### src/hw/rtl/bis_pkg.sv
// ----------------------------------------------------------------------------
// bis_pkg: shared types and constants of the bilinear image scaler
// Register indexes, fixed-point constants, item kinds, reset values and back-end states.
// ----------------------------------------------------------------------------
package bis_pkg;

    localparam int FRAC_BITS = 12;
    localparam int COORD_W   = 12;
    localparam int CFG_IDX_W = 2;
    localparam int CFG_DAT_W = 16;

    typedef enum logic [CFG_IDX_W-1:0] {
        REG_SOURCE_WIDTH  = 2'd0,
        REG_SOURCE_HEIGHT = 2'd1,
        REG_INVERSE_SCALE = 2'd2,
        REG_BORDER_MODE   = 2'd3
    } t_reg_idx;

    localparam logic KIND_WRITE   = 1'b0;
    localparam logic KIND_REQUEST = 1'b1;

    localparam logic [8:0]  SOURCE_WIDTH_RST  = 9'd256;
    localparam logic [8:0]  SOURCE_HEIGHT_RST = 9'd256;
    localparam logic [15:0] INVERSE_SCALE_RST = 16'd4096;
    localparam logic        BORDER_MODE_RST   = 1'b1;

    typedef enum logic [2:0] {
        ST_IDLE,
        ST_FETCH,
        ST_HBLEND,
        ST_VBLEND,
        ST_ROUND
    } t_back_state;

endpackage

### src/hw/rtl/bis_queue.sv
// ----------------------------------------------------------------------------
// bis_queue: small FIFO between classifier and executor
// Register-based, power-of-two depth.
// ----------------------------------------------------------------------------
module bis_queue
    import bis_pkg::*;
#(
    parameter int DW    = 64,
    parameter int DEPTH = 4
) (
    input  logic          i_clk,
    input  logic          i_rst_n,
    input  logic          i_valid,
    output logic          o_ready,
    input  logic [DW-1:0] i_data,
    output logic          o_valid,
    input  logic          i_ready,
    output logic [DW-1:0] o_data
);

    localparam int AW = $clog2(DEPTH);

    logic [DW-1:0] r_mem [DEPTH];
    logic [AW:0]   r_wp, r_rp;
    logic          push, pop;

    assign o_ready = (r_wp - r_rp) != (AW+1)'(DEPTH);
    assign o_valid = r_wp != r_rp;
    assign push    = i_valid && o_ready;
    assign pop     = o_valid && i_ready;
    assign o_data  = r_mem[r_rp[AW-1:0]];

    always_ff @(posedge i_clk) begin
        if (!i_rst_n) begin
            r_wp <= '0;
            r_rp <= '0;
        end else begin
            if (push) r_wp <= r_wp + 1'b1;
            if (pop)  r_rp <= r_rp + 1'b1;
        end
        if (push) begin
            r_mem[r_wp[AW-1:0]] <= i_data;
        end
    end

endmodule

### config.mk
export PLATFORM = sky130hd
export DESIGN_NAME = bis_queue
export DESIGN_NICKNAME = d
export VERILOG_FILES = /design/src/hw/rtl/bis_pkg.sv /design/src/hw/rtl/bis_queue.sv
export SDC_FILE = /design/constraint.sdc
export NUM_CORES = 1
export LEC_CHECK = 0
export BUFFER_PORTS_ARGS = -buffer_cell sky130_fd_sc_hd__buf_4
export CAP_MARGIN = 20
export CORE_ASPECT_RATIO = 1.1
export CORE_MARGIN = 4
export CORE_UTILIZATION = 48
export DETAILED_ROUTE_END_ITERATION = 12
export PLACE_DENSITY = 0.66
export SYNTH_ARGS = -nofsm -noshare
export SYNTH_HDL_FRONTEND = slang
export SYNTH_SLANG_ARGS = --single-unit
### constraint.sdc
create_clock -name i_clk -period 4.05 [get_ports i_clk]
set_input_delay 0.2025 -clock i_clk [delete_from_list [all_inputs] [get_ports i_clk]]
set_output_delay 0.2025 -clock i_clk [all_outputs]
set_load 0.02 [all_outputs]
==> summary.md <==
| Metric | Value |
|---|---|
| Mapped Area | 9711 um^2 |
| Worst-path fanout max | 64 |
| Crit path launch | r_wp[0] |
| Input/output buffers | 133 |
| Largest net degree at the start of global routing | 65 |
| First-pass GRT wire length | 27.48 mm |
| Worst Setup Start Kind | flip-flop |
| Final antenna-violating net count | 0 |
| Commonest cells after routing, fill and taps aside | edfxtp_1, buf_4, dlygate4sd3_1 |
| Total GRT Usage | 15.93% |
| Reg2reg end | r_mem[1][37] |
| Reg clk slew, reported paths | 0.06 ns |
| Total internal power | 5.858 mW |
| Critical Path AT | 2.74 ns |
| Initial Util | 48.89% |
| Clock skew | 0.006201 ns |
| Vias | 4614 |
| Most common cell after layout, fill and taps aside | edfxtp_1 |
| Crit share post-route | 64.74% |
| Initial antenna violation count | 1 |
| DRT iter0 DRCs | 260 |
| WP buf/inv | 1 |
| RSZ-0062 raised after global routing | false |
| Share of cells above drive strength 1 | 40.10% |
| VDD IR max | 0.4372 mV |
| Switching part of the total | 28.08% |
| Worst-path cell chain | inv_1 -> ha_1 -> nor2b_1 -> xnor2_2 -> a31oi_4 -> and2_4 |
| Synth warnings | 0 |
| CP required | 4.17 ns |
| Yosys cell types | 22 |
| Clock power share | 28.4% |
| Max-slew violation count | 0 |
| Area Growth Syn to Fin | 28.68% |
| Final Critical Period | 2.622 ns |
| Std cell rows | 54 |
| Worst path slowest cell | and2_4 |
| PD cells | 651.8 nW/um^2 |
| Filler Cell Count | 1390 |
| Setup TNS | 0 ns |
| Vias in the first global route | 5098 |
| Max-cap violation count | 0 |
| Post-CTS Setup Repair Bufs | 0 |
| Overflow after GRT | 0 |
| Routed len/inst | 20.43 um |
| Die ar. | 22570 um^2 |
| Hold Path Class | in2reg |
| Fmax | 0.3814 GHz |
| CTS tree | built |
| Leakage power | 4.253 nW |
| Worst-Skew Late Latency | 0.51 ns |
| CTS Root Cell | clkbuf_16 |
| Worst r2r src | r_wp[0] |
| DRC viols | 0 |
| Synth area leaders | edfxtp_1, mux4_2, dfxtp_1, ha_1, buf_4 |
| Post-synth net total | 460 |
| Reg2Reg Depth | 6 |
| Area of the core | 19860 um^2 |
| Pwr Total | 8.145 mW |
| Post-synthesis register bit count | 264 |
| Top-area cell type share of the netlist area | 79.17% |
| Seq/Total Area, Yosys | 80.81% |
| CTS Buf Count | 25 |
| Critical Path Stages | 6 |
| Die W | 143.6 um |
| Psw | 2.287 mW |
| Mean post-synth cell area | 25.22 um^2 |
| Slowest stage delay, CP | 0.84 ns |
| Worst-Margin Slew | 1.013 ns |
| Crit end category | flip-flop |
| Cell family with most CP delay | simple AND/OR/NAND/NOR gates |
| Setup Crit Path Kind | reg2reg |
| Setup crit end | r_mem[1][37] |
| Final setup violating endpoints | 0 |
| Post-CTS resize count | 0 |
| Logic pwr share | 27.9% |
| Dpl hpwl | 10.25 mm |
| Cts hold-fix bufs | 65 |
| GP Congestion | 0.7696 |
| Die H | 157.2 um |
| Sequential power share | 43.8% |
| Vias per inst | 5.310 |
| Syn Inst Count | 385 |
| Area leader, netlist | edfxtp_1 |
| Final hold viol count | 0 |
| Pre-Repair DR Iteration Count | 4 |
| Run status | finished clean |
| # nets final | 673 |
| Clk buf depth | 3 |
| I/O pin count | 134 |
| Final wirelength | 17.75 mm |
| H-tree depth | 1 |
| Max-slew headroom | 32.49% |
| Sinks on Clock Net | 264 |
| Worst reg2reg setup slack | 1.43 ns |
-- tightest hold or removal path, stage by stage --
cell and delay [ns]:
buf_4 0.11, inv_1 0.09, a31oi_4 0.06, mux2i_1 0.11
-- per-stage QoR --
stage | utilization (%) | hold slack, ns | std cells | cell area [um^2] | setup WS [ns]
global placement | 55.45 | 0.4025 | 758 | 11010 | 1.509
detailed placement | 55.45 | 0.4049 | 758 | 11010 | 1.430
global route | 62.91 | 0.1159 | 869 | 12500 | 1.236
floorplan | - | 0.3014 | 385 | 9711 | 0.6118
finish | 62.91 | 0.1177 | 869 | 12500 | 1.428
CTS | 62.89 | 0.09998 | 868 | 12490 | 1.327
-- registers in the layout (all words and copies together), names as in the netlist, named ones only --
name   cells
r_mem    256
r_rp       3
r_wp       3
-- final cells by class --
type / instances / area (um^2) / share of cell area, %
Tap cell: 252 / 315.3 / 2.523
Antenna cell: 1 / 2.502 / 0.02003
Timing Repair Buffer: 201 / 1697 / 13.58
Multi-Input combinational cell: 102 / 1783 / 14.27
Sequential cell: 264 / 7855 / 62.86
Clock buffer: 34 / 689.4 / 5.517
Inverter: 4 / 15.01 / 0.1202
Clock inverter: 11 / 138.9 / 1.111
-- power groups by stage --
stage | clock (mW) | combinational [mW] | sequential (mW)
4_1_cts | 2.37 | 2.32 | 3.58
3_3_place_gp | 0 | 2.24 | 3.62
3_5_place_dp | 0 | 2.26 | 3.64
6_report | 2.31 | 2.27 | 3.56
5_1_grt | 2.49 | 2.41 | 3.61
2_1_floorplan | 0 | 1.53 | 3.47
-- cell usage after synthesis (all sizes together) --
library cell,instances
a31oi,2
clkbuf,6
mux2i,4
nor2b,2
buf,9
nand3,2
o211ai,1
dfxtp,8
nand2b,1
inv,4
mux4,64
edfxtp,256
xor2,1
ha,7
xnor2,4
and2,6
o21ai,1
nand2,7
-- how the worst min path moves through the flow --
stage | startpoint | endpoint | slack, ns | depth (start not counted)
floorplan | i_data[0] | r_mem[0][0] | 0.30 | 0
global placement | i_data[13] | r_mem[3][13] | 0.40 | 1
detailed placement | i_data[22] | r_mem[3][22] | 0.40 | 1
CTS | i_valid | r_wp[0] | 0.1 | 4
global route | i_valid | r_wp[0] | 0.12 | 4
finish | i_valid | r_wp[0] | 0.12 | 4
-- per-layer routing --
layer,share of wire [%],global-route usage (%)
met5,0,0
met4,1.5,3.453
met3,7.4,3.646
met2,51,27.22
met1,40,21.26
-- cells by family after synthesis --
family	share of synthesized area, %
mux	15.26
xor+xnor	0.6056
compound gates	0.4767
flops	80.81
fa+ha+maj	0.9019
simple gates	0.9536
buf+inv	0.9920
Note: power is estimated with default switching activity, not from simulation.
