<file path="src/hw/rtl/bis_pkg.sv">
// ----------------------------------------------------------------------------
// bis_pkg: shared types and constants of the bilinear image scaler
// Register indexes, fixed-point constants, item kinds, reset values and back-end states.
// ----------------------------------------------------------------------------
package bis_pkg;

    localparam int FRAC_BITS = 12;
    localparam int COORD_W   = 12;
    localparam int CFG_IDX_W = 2;
    localparam int CFG_DAT_W = 16;

    typedef enum logic [CFG_IDX_W-1:0] {
        REG_SOURCE_WIDTH  = 2'd0,
        REG_SOURCE_HEIGHT = 2'd1,
        REG_INVERSE_SCALE = 2'd2,
        REG_BORDER_MODE   = 2'd3
    } t_reg_idx;

    localparam logic KIND_WRITE   = 1'b0;
    localparam logic KIND_REQUEST = 1'b1;

    localparam logic [8:0]  SOURCE_WIDTH_RST  = 9'd256;
    localparam logic [8:0]  SOURCE_HEIGHT_RST = 9'd256;
    localparam logic [15:0] INVERSE_SCALE_RST = 16'd4096;
    localparam logic        BORDER_MODE_RST   = 1'b1;

    typedef enum logic [2:0] {
        ST_IDLE,
        ST_FETCH,
        ST_HBLEND,
        ST_VBLEND,
        ST_ROUND
    } t_back_state;

endpackage

</file>
<file path="src/hw/rtl/bis_if.sv">
// ----------------------------------------------------------------------------
// bis_if: valid/ready channel interfaces
// Input item, result item and configuration write channels.
// ----------------------------------------------------------------------------
interface bis_in_if;
    logic        valid;
    logic        ready;
    logic        kind;
    logic [11:0] col;
    logic [11:0] row;
    logic [1:0]  channel;
    logic [7:0]  value;
    modport source (output valid, kind, col, row, channel, value, input ready);
    modport sink   (input valid, kind, col, row, channel, value, output ready);
endinterface


</file>
<file path="src/hw/rtl/bis_front.sv">
// ----------------------------------------------------------------------------
// bis_front: item classifier
// Maps requests to source coordinates and neighbour addresses with
// border handling; passes writes through. Output is one queue entry.
// ----------------------------------------------------------------------------
module bis_front
    import bis_pkg::*;
#(
    parameter int MAX_WIDTH  = 256,
    parameter int MAX_HEIGHT = 256,
    parameter int CHANNELS   = 3,
    parameter int XW = $clog2(MAX_WIDTH),
    parameter int YW = $clog2(MAX_HEIGHT),
    parameter int CW = (CHANNELS > 1) ? $clog2(CHANNELS) : 1
) (
    input  logic          i_clk,
    input  logic          i_rst_n,
    bis_in_if.sink        in_ch,
    input  logic [8:0]    i_source_width,
    input  logic [8:0]    i_source_height,
    input  logic [15:0]   i_inverse_scale,
    input  logic          i_border_mode,
    output logic          o_valid,
    input  logic          i_ready,
    // packed entry: see bilinear_image_scaler for the layout
    output logic          o_kind,
    output logic          o_bad,
    output logic [XW-1:0] o_x0,
    output logic [XW-1:0] o_x1,
    output logic [YW-1:0] o_y0,
    output logic [YW-1:0] o_y1,
    output logic [3:0]    o_zero,
    output logic [CW-1:0] o_ch,
    output logic [7:0]    o_value,
    output logic [FRAC_BITS-1:0] o_fx,
    output logic [FRAC_BITS-1:0] o_fy
);

    // stage 1: multiply
    logic        r_s1_valid;
    logic        r_s1_kind, r_s1_bad;
    logic [27:0] r_sx, r_sy;
    logic [11:0] r_col, r_row;
    logic [1:0]  r_ch;
    logic [7:0]  r_value;
    logic        r_s2_valid;
    logic        s1_adv, s2_adv;

    logic [12:0] w_eff, h_eff;
    logic [16:0] xl, yl, xh, yh;
    logic        ox0, ox1, oy0, oy1;
    logic [16:0] cx0, cx1, cy0, cy1;

    assign s2_adv = !r_s2_valid || i_ready;
    assign s1_adv = !r_s1_valid || s2_adv;
    assign in_ch.ready = s1_adv;
    assign o_valid = r_s2_valid;

    always_ff @(posedge i_clk) begin
        if (!i_rst_n) begin
            r_s1_valid <= 1'b0;
        end else if (s1_adv) begin
            r_s1_valid <= in_ch.valid;
        end
        if (s1_adv && in_ch.valid) begin
            r_s1_kind <= in_ch.kind;
            r_sx      <= in_ch.col * i_inverse_scale;
            r_sy      <= in_ch.row * i_inverse_scale;
            r_col     <= in_ch.col;
            r_row     <= in_ch.row;
            r_ch      <= in_ch.channel;
            r_value   <= in_ch.value;
            r_s1_bad  <= ({30'd0, in_ch.channel} >= 32'(CHANNELS));
        end
    end

    always_comb begin
        if (i_source_width == 9'd0) begin
            w_eff = 13'd1;
        end else if ({4'd0, i_source_width} > 13'(MAX_WIDTH)) begin
            w_eff = 13'(MAX_WIDTH);
        end else begin
            w_eff = {4'd0, i_source_width};
        end
        if (i_source_height == 9'd0) begin
            h_eff = 13'd1;
        end else if ({4'd0, i_source_height} > 13'(MAX_HEIGHT)) begin
            h_eff = 13'(MAX_HEIGHT);
        end else begin
            h_eff = {4'd0, i_source_height};
        end
        xl  = {1'b0, r_sx[27:FRAC_BITS]};
        yl  = {1'b0, r_sy[27:FRAC_BITS]};
        xh  = xl + 17'd1;
        yh  = yl + 17'd1;
        ox0 = xl >= {4'd0, w_eff};
        ox1 = xh >= {4'd0, w_eff};
        oy0 = yl >= {4'd0, h_eff};
        oy1 = yh >= {4'd0, h_eff};
        cx0 = ox0 ? {4'd0, w_eff - 13'd1} : xl;
        cx1 = ox1 ? {4'd0, w_eff - 13'd1} : xh;
        cy0 = oy0 ? {4'd0, h_eff - 13'd1} : yl;
        cy1 = oy1 ? {4'd0, h_eff - 13'd1} : yh;
    end

    always_ff @(posedge i_clk) begin
        if (!i_rst_n) begin
            r_s2_valid <= 1'b0;
        end else if (s2_adv) begin
            r_s2_valid <= r_s1_valid;
        end
        if (s2_adv && r_s1_valid) begin
            o_kind  <= r_s1_kind;
            o_value <= r_value;
            o_ch    <= r_ch[CW-1:0];
            o_fx    <= r_sx[FRAC_BITS-1:0];
            o_fy    <= r_sy[FRAC_BITS-1:0];
            if (r_s1_kind == KIND_WRITE) begin
                o_bad <= ({20'd0, r_col} >= 32'(MAX_WIDTH)) ||
                         ({20'd0, r_row} >= 32'(MAX_HEIGHT)) || r_s1_bad;
                o_x0  <= r_col[XW-1:0];
                o_y0  <= r_row[YW-1:0];
                o_x1  <= r_col[XW-1:0];
                o_y1  <= r_row[YW-1:0];
                o_zero <= 4'd0;
            end else begin
                o_bad <= r_s1_bad;
                o_x0  <= cx0[XW-1:0];
                o_x1  <= cx1[XW-1:0];
                o_y0  <= cy0[YW-1:0];
                o_y1  <= cy1[YW-1:0];
                // zero flags for p00 p10 p01 p11
                o_zero <= i_border_mode ? 4'd0 :
                          {ox1 | oy1, ox0 | oy1, ox1 | oy0, ox0 | oy0};
            end
        end
    end

endmodule

</file>
<file path="src/flat_wrapper.sv">
// flat-port wrapper written by rule: the top's interface ports become plain ports
module bis_front_flat import bis_pkg::*;
#(
    parameter int MAX_WIDTH  = 256,
    parameter int MAX_HEIGHT = 256,
    parameter int CHANNELS   = 3,
    parameter int XW = $clog2(MAX_WIDTH),
    parameter int YW = $clog2(MAX_HEIGHT),
    parameter int CW = (CHANNELS > 1) ? $clog2(CHANNELS) : 1
)
  (i_clk, i_rst_n, i_source_width, i_source_height, i_inverse_scale, i_border_mode, o_valid, i_ready, o_kind, o_bad, o_x0, o_x1, o_y0, o_y1, o_zero, o_ch, o_value, o_fx, o_fy, in_ch_valid, in_ch_kind, in_ch_col, in_ch_row, in_ch_channel, in_ch_value, in_ch_ready);
  bis_in_if in_ch_i ();
  input  logic i_clk;
  input  logic i_rst_n;
  input  logic [8:0] i_source_width;
  input  logic [8:0] i_source_height;
  input  logic [15:0] i_inverse_scale;
  input  logic i_border_mode;
  output logic o_valid;
  input  logic i_ready;
  output logic o_kind;
  output logic o_bad;
  output logic [XW-1:0] o_x0;
  output logic [XW-1:0] o_x1;
  output logic [YW-1:0] o_y0;
  output logic [YW-1:0] o_y1;
  output logic [3:0] o_zero;
  output logic [CW-1:0] o_ch;
  output logic [7:0] o_value;
  output logic [FRAC_BITS-1:0] o_fx;
  output logic [FRAC_BITS-1:0] o_fy;
  input wire logic [$bits(in_ch_i.valid)-1:0] in_ch_valid;
  input wire logic [$bits(in_ch_i.kind)-1:0] in_ch_kind;
  input wire logic [$bits(in_ch_i.col)-1:0] in_ch_col;
  input wire logic [$bits(in_ch_i.row)-1:0] in_ch_row;
  input wire logic [$bits(in_ch_i.channel)-1:0] in_ch_channel;
  input wire logic [$bits(in_ch_i.value)-1:0] in_ch_value;
  output wire logic [$bits(in_ch_i.ready)-1:0] in_ch_ready;
  assign in_ch_i.valid = in_ch_valid;
  assign in_ch_i.kind = in_ch_kind;
  assign in_ch_i.col = in_ch_col;
  assign in_ch_i.row = in_ch_row;
  assign in_ch_i.channel = in_ch_channel;
  assign in_ch_i.value = in_ch_value;
  assign in_ch_ready = in_ch_i.ready;
  bis_front #(.MAX_WIDTH(MAX_WIDTH), .MAX_HEIGHT(MAX_HEIGHT), .CHANNELS(CHANNELS), .XW(XW), .YW(YW), .CW(CW)) u_core (.i_clk(i_clk), .i_rst_n(i_rst_n), .in_ch(in_ch_i), .i_source_width(i_source_width), .i_source_height(i_source_height), .i_inverse_scale(i_inverse_scale), .i_border_mode(i_border_mode), .o_valid(o_valid), .i_ready(i_ready), .o_kind(o_kind), .o_bad(o_bad), .o_x0(o_x0), .o_x1(o_x1), .o_y0(o_y0), .o_y1(o_y1), .o_zero(o_zero), .o_ch(o_ch), .o_value(o_value), .o_fx(o_fx), .o_fy(o_fy));
endmodule
</file>
<file path="config.mk">
export PLATFORM = sky130hd
export DESIGN_NAME = bis_front_flat
export DESIGN_NICKNAME = d
export VERILOG_FILES = /design/src/hw/rtl/bis_pkg.sv /design/src/hw/rtl/bis_if.sv /design/src/hw/rtl/bis_front.sv /design/src/flat_wrapper.sv
export SDC_FILE = /design/constraint.sdc
export NUM_CORES = 1
export LEC_CHECK = 0
export BUFFER_PORTS_ARGS = -buffer_cell sky130_fd_sc_hd__buf_2
export CAP_MARGIN = 5
export CORE_UTILIZATION = 68
export CTS_CLUSTER_SIZE = 24
export DETAILED_ROUTE_END_ITERATION = 12
export PLACE_DENSITY_LB_ADDON = 0.12
export SETUP_SLACK_MARGIN = 0.02
export SLEW_MARGIN = 20
export SYNTH_ARGS = -nofsm -noshare
export SYNTH_HDL_FRONTEND = slang
export SYNTH_SLANG_ARGS = --single-unit
export TNS_END_PERCENT = 10
</file>
<file path="constraint.sdc">
create_clock -name i_clk -period 10.7 [get_ports i_clk]
set_input_delay 2.675 -clock i_clk [delete_from_list [all_inputs] [get_ports i_clk]]
set_output_delay 2.675 -clock i_clk [all_outputs]
set_load 0.05 [all_outputs]
</file>
==> summary.txt <==
Synth
  – Synth Area per Inst: 9.81 um2
  – Post-synth EDFFs: 164
  – Post-synthesis cell count: between 2,000 and 2,500
  – Area leader, netlist: fa_1
  – Post-synth net total: about 2,500
  – Area contributors post-synth: fa_1 29%, edfxtp_1 25%, ha_1 11%, inv_1 7.2%, nand2_1 5.8%
  – Synth Flop Type: edfxtp_1
  – Synth cell types: between 60 and 70
  – Sequential area share after synthesis: between 20 and 30%
  – Syn Std Cell Area: between 15,000 and 20,000 um2
  – Post-synth top area share: roughly 29%
  – Synth Register Bits: roughly 170
  – Post-synth ARST share: 0%
  – Yosys synthesis warning count: 0

Critical path
  – Critical Path RT: 11,000 ps
  – Critical-path top delay cell: fa_1
  – Crit start category: input port
  – CP arrival: slightly below 8000 ps
  – Crit Path Max Fanout: 24
  – WS Path Type: in2reg
  – CP dominant cell by count: fa_1
  – CP cell instances: buf_2, nand2_1, fa_1, inv_1, fa_1, fa_1, fa_1, inv_1, fa_1, inv_1, ha_1, a21o_1, nor2_1, nor4b_1, o21a_1, o21ai_0, a2111oi_0, nand3b_1
  – Crit end category: flop
  – CP max stage delay: about 570 ps

Timing
  – Slew @ Worst Pin: between 900 and 1000 ps
  – Max-slew headroom: 39.7%
  – Fin. Hold Viols: 0
  – Clock skew: between 8 and 9 ps
  – FMAX: 131 MHz
  – Setup_tns: 0 ps
  – Final min period: between 7000 and 8000 ps
  – Fin. max-slew vios: 0
  – RSZ-0062 raised after global routing: false
  – Finish-stage setup viols: 0
  – Final period utilization: between 70% and 80%

Clocking
  – Root Driver: clkbuf_16
  – Num CTS Buffers: 17
  – Worst-path clk slew: approximately 70 ps
  – Max clock buf depth: 2
  – # Post-CTS Setup Buffers: 0
  – H-tree lvl count: 4
  – Post-CTS Resized: 0
  – Clk_lat worst skew: 440 ps
  – TritonCTS clock tree: built
  – Hold buffers post-CTS: 0
  – Sink Count: 166

Die
  – DIE HEIGHT: 172 um
  – Top Ports: between 100 and 150
  – Initial Util: 70.0%
  – Chip width: 172 um
  – Total core area: 28,100 um2
  – Die area: between 20,000 and 30,000 um2
  – FP Rows: between 60 and 70

Final layout
  – Design Area, Final: ~21,000 um2
  – Post-layout util: about 76%
  – Share of layout cells above drive strength 1: 9.68%
  – Fillers: 2,030
  – Layout area overhead: 8.23%
  – Antenna cells: 0
  – Nets: 2,630

Flow run
  – Max cap viols: 0

Global route
  – Total track usage: a little under a third
  – Largest net degree at the start of global routing: between 70 and 80
  – Vias in the first global route: around 15,000
  – Initial antenna violation count: 1
  – First-pass GRT wire length: ~72 mm
  – Grt total ovfl: 0

Routing
  – Initial DRT Pass Iterations: 7
  – WL/cell: between 15 and 20 um
  – Routed wire length: 43.2 mm
  – Vias: about 15,000
  – Initial DRC count: between 1,000 and 1,500
  – Drc violations: 0
  – Post-route antenna net violation count: 0
  – Vias per Instance: 5.83

Place
  – Port bufs: between 100 and 150
  – DP Area: ~21,000 um2
  – Hpwl dp: around 33 mm
  – GPL Wtd Cong: about 1

Pwr
  – P per Cell Area: ~280 nW/um2
  – Static Leak: slightly above 10 nW
  – Worst vdd ir: around 0.28 mV

Run status
  – Outcome: complete, no violations

Min path
  – Worst Hold Class: reg2reg
## area by class of cell
type                       count  area (um2)  area share [%]
sequential                   166        4960            23.3
inverter                     381        1430            6.72
clock buffer                  18         429            2.02
multi-input combinational   1388       13000            61.1
clock inverter                14         209           0.982
timing repair buffer         150         758            3.56
tap                          378         473            2.22
## flip-flops by register name, indices dropped and copies added (netlist names), 4 cells and up
| signal | cells |
|---|---|
| u_core.o_zero | 4 |
| u_core.o_y1 | 8 |
| u_core.r_sy | 28 |
| u_core.o_x1 | 8 |
| u_core.o_fx | 12 |
| u_core.r_value | 8 |
| u_core.r_col | 12 |
| u_core.o_value | 8 |
| u_core.r_row | 12 |
| u_core.o_fy | 12 |
| u_core.r_sx | 28 |
| u_core.o_x0 | 8 |
| u_core.o_y0 | 8 |
## where the power goes
part / internal [W] / leakage, nW / switching, W
sequential: 0.00105 / 1.59 / 0.000115
clock: 0.000398 / 0.309 / 0.000274
combinational: 0.00174 / 8.29 / 0.00244
total: 0.00318 / 10.2 / 0.00283
## critical path: cells and delay by family
family,cells,cell delay [ps]
compound gates,4,960
fa+ha+maj,6,2870
buf+inv,4,560
simple gates,4,870
## layer usage
metal,global-route usage [%],share of wire (%),up-vias
met4,7.85,1.6,0
met3,3.82,7.5,84
met2,53.4,49,669
met1,43.1,42,7170
met5,0,0,-
li1,-,-,6626
## stage by stage
stage / total power, W / std cells / setup slack, ps / hold slack, ps
detailed placement: 0.00529 / 2463 / 2620 / 405
floorplan: 0.00437 / 2003 / 3150 / 400
global placement: 0.00520 / 2463 / 2690 / 400
CTS: 0.00601 / 2495 / 3080 / 420
finish: 0.00602 / 2495 / 3050 / 418
global route: 0.00661 / 2495 / 2730 / 421
## logic make-up after synthesis
family / synth area share [%]
buf+inv: 8.61
fa+ha+maj: 39.5
mux: 0.153
compound gates: 7.96
simple gates: 15.9
xor+xnor: 2.63
flops: 25.3
## synth_stat cells, drive strengths merged (8+ instances only)
| cell | number |
|---|---|
| inv | 379 |
| nand2 | 304 |
| fa | 280 |
| ha | 172 |
| edfxtp | 164 |
| and2 | 150 |
| clkbuf | 65 |
| a21oi | 59 |
| o21ai | 50 |
| nor2 | 46 |
| xnor2 | 44 |
| nand3 | 26 |
| nor3 | 25 |
| a21o | 24 |
| o21a | 18 |
| nand4 | 17 |
| xor2 | 15 |
| o211ai | 14 |
| nor2b | 12 |
| a31oi | 11 |
| nand2b | 11 |
| o31ai | 9 |
| a211oi | 8 |
## layout by cell type (no fill, tap or decap), types with 24 or more instances in the layout
cell | netlist | final
ha_1 | 172 | 172
buf_2 | 2 | 147
a21o_1 | 24 | 24
nand3_1 | 24 | 24
a21oi_1 | 59 | 59
and2_1 | 150 | 149
fa_1 | 280 | 280
nor2_1 | 45 | 45
edfxtp_1 | 164 | 164
nand2_1 | 304 | 304
xnor2_1 | 44 | 44
nor3_1 | 25 | 25
inv_1 | 378 | 378
o21ai_0 | 46 | 46
## worst paths after layout
path / from / endpoint / slack [ps] / cells past startpoint
max: i_inverse_scale[7] / u_core.r_sx[26] / 3050 / 18
min: u_core.r_sy[10] / u_core.o_fy[10] / 420 / 0
max reg2reg: u_core.r_sx[12] / u_core.o_x1[5] / 7220 / 11
min reg2reg: u_core.r_sy[10] / u_core.o_fy[10] / 420 / 0
(Power assumes the default switching activity.)
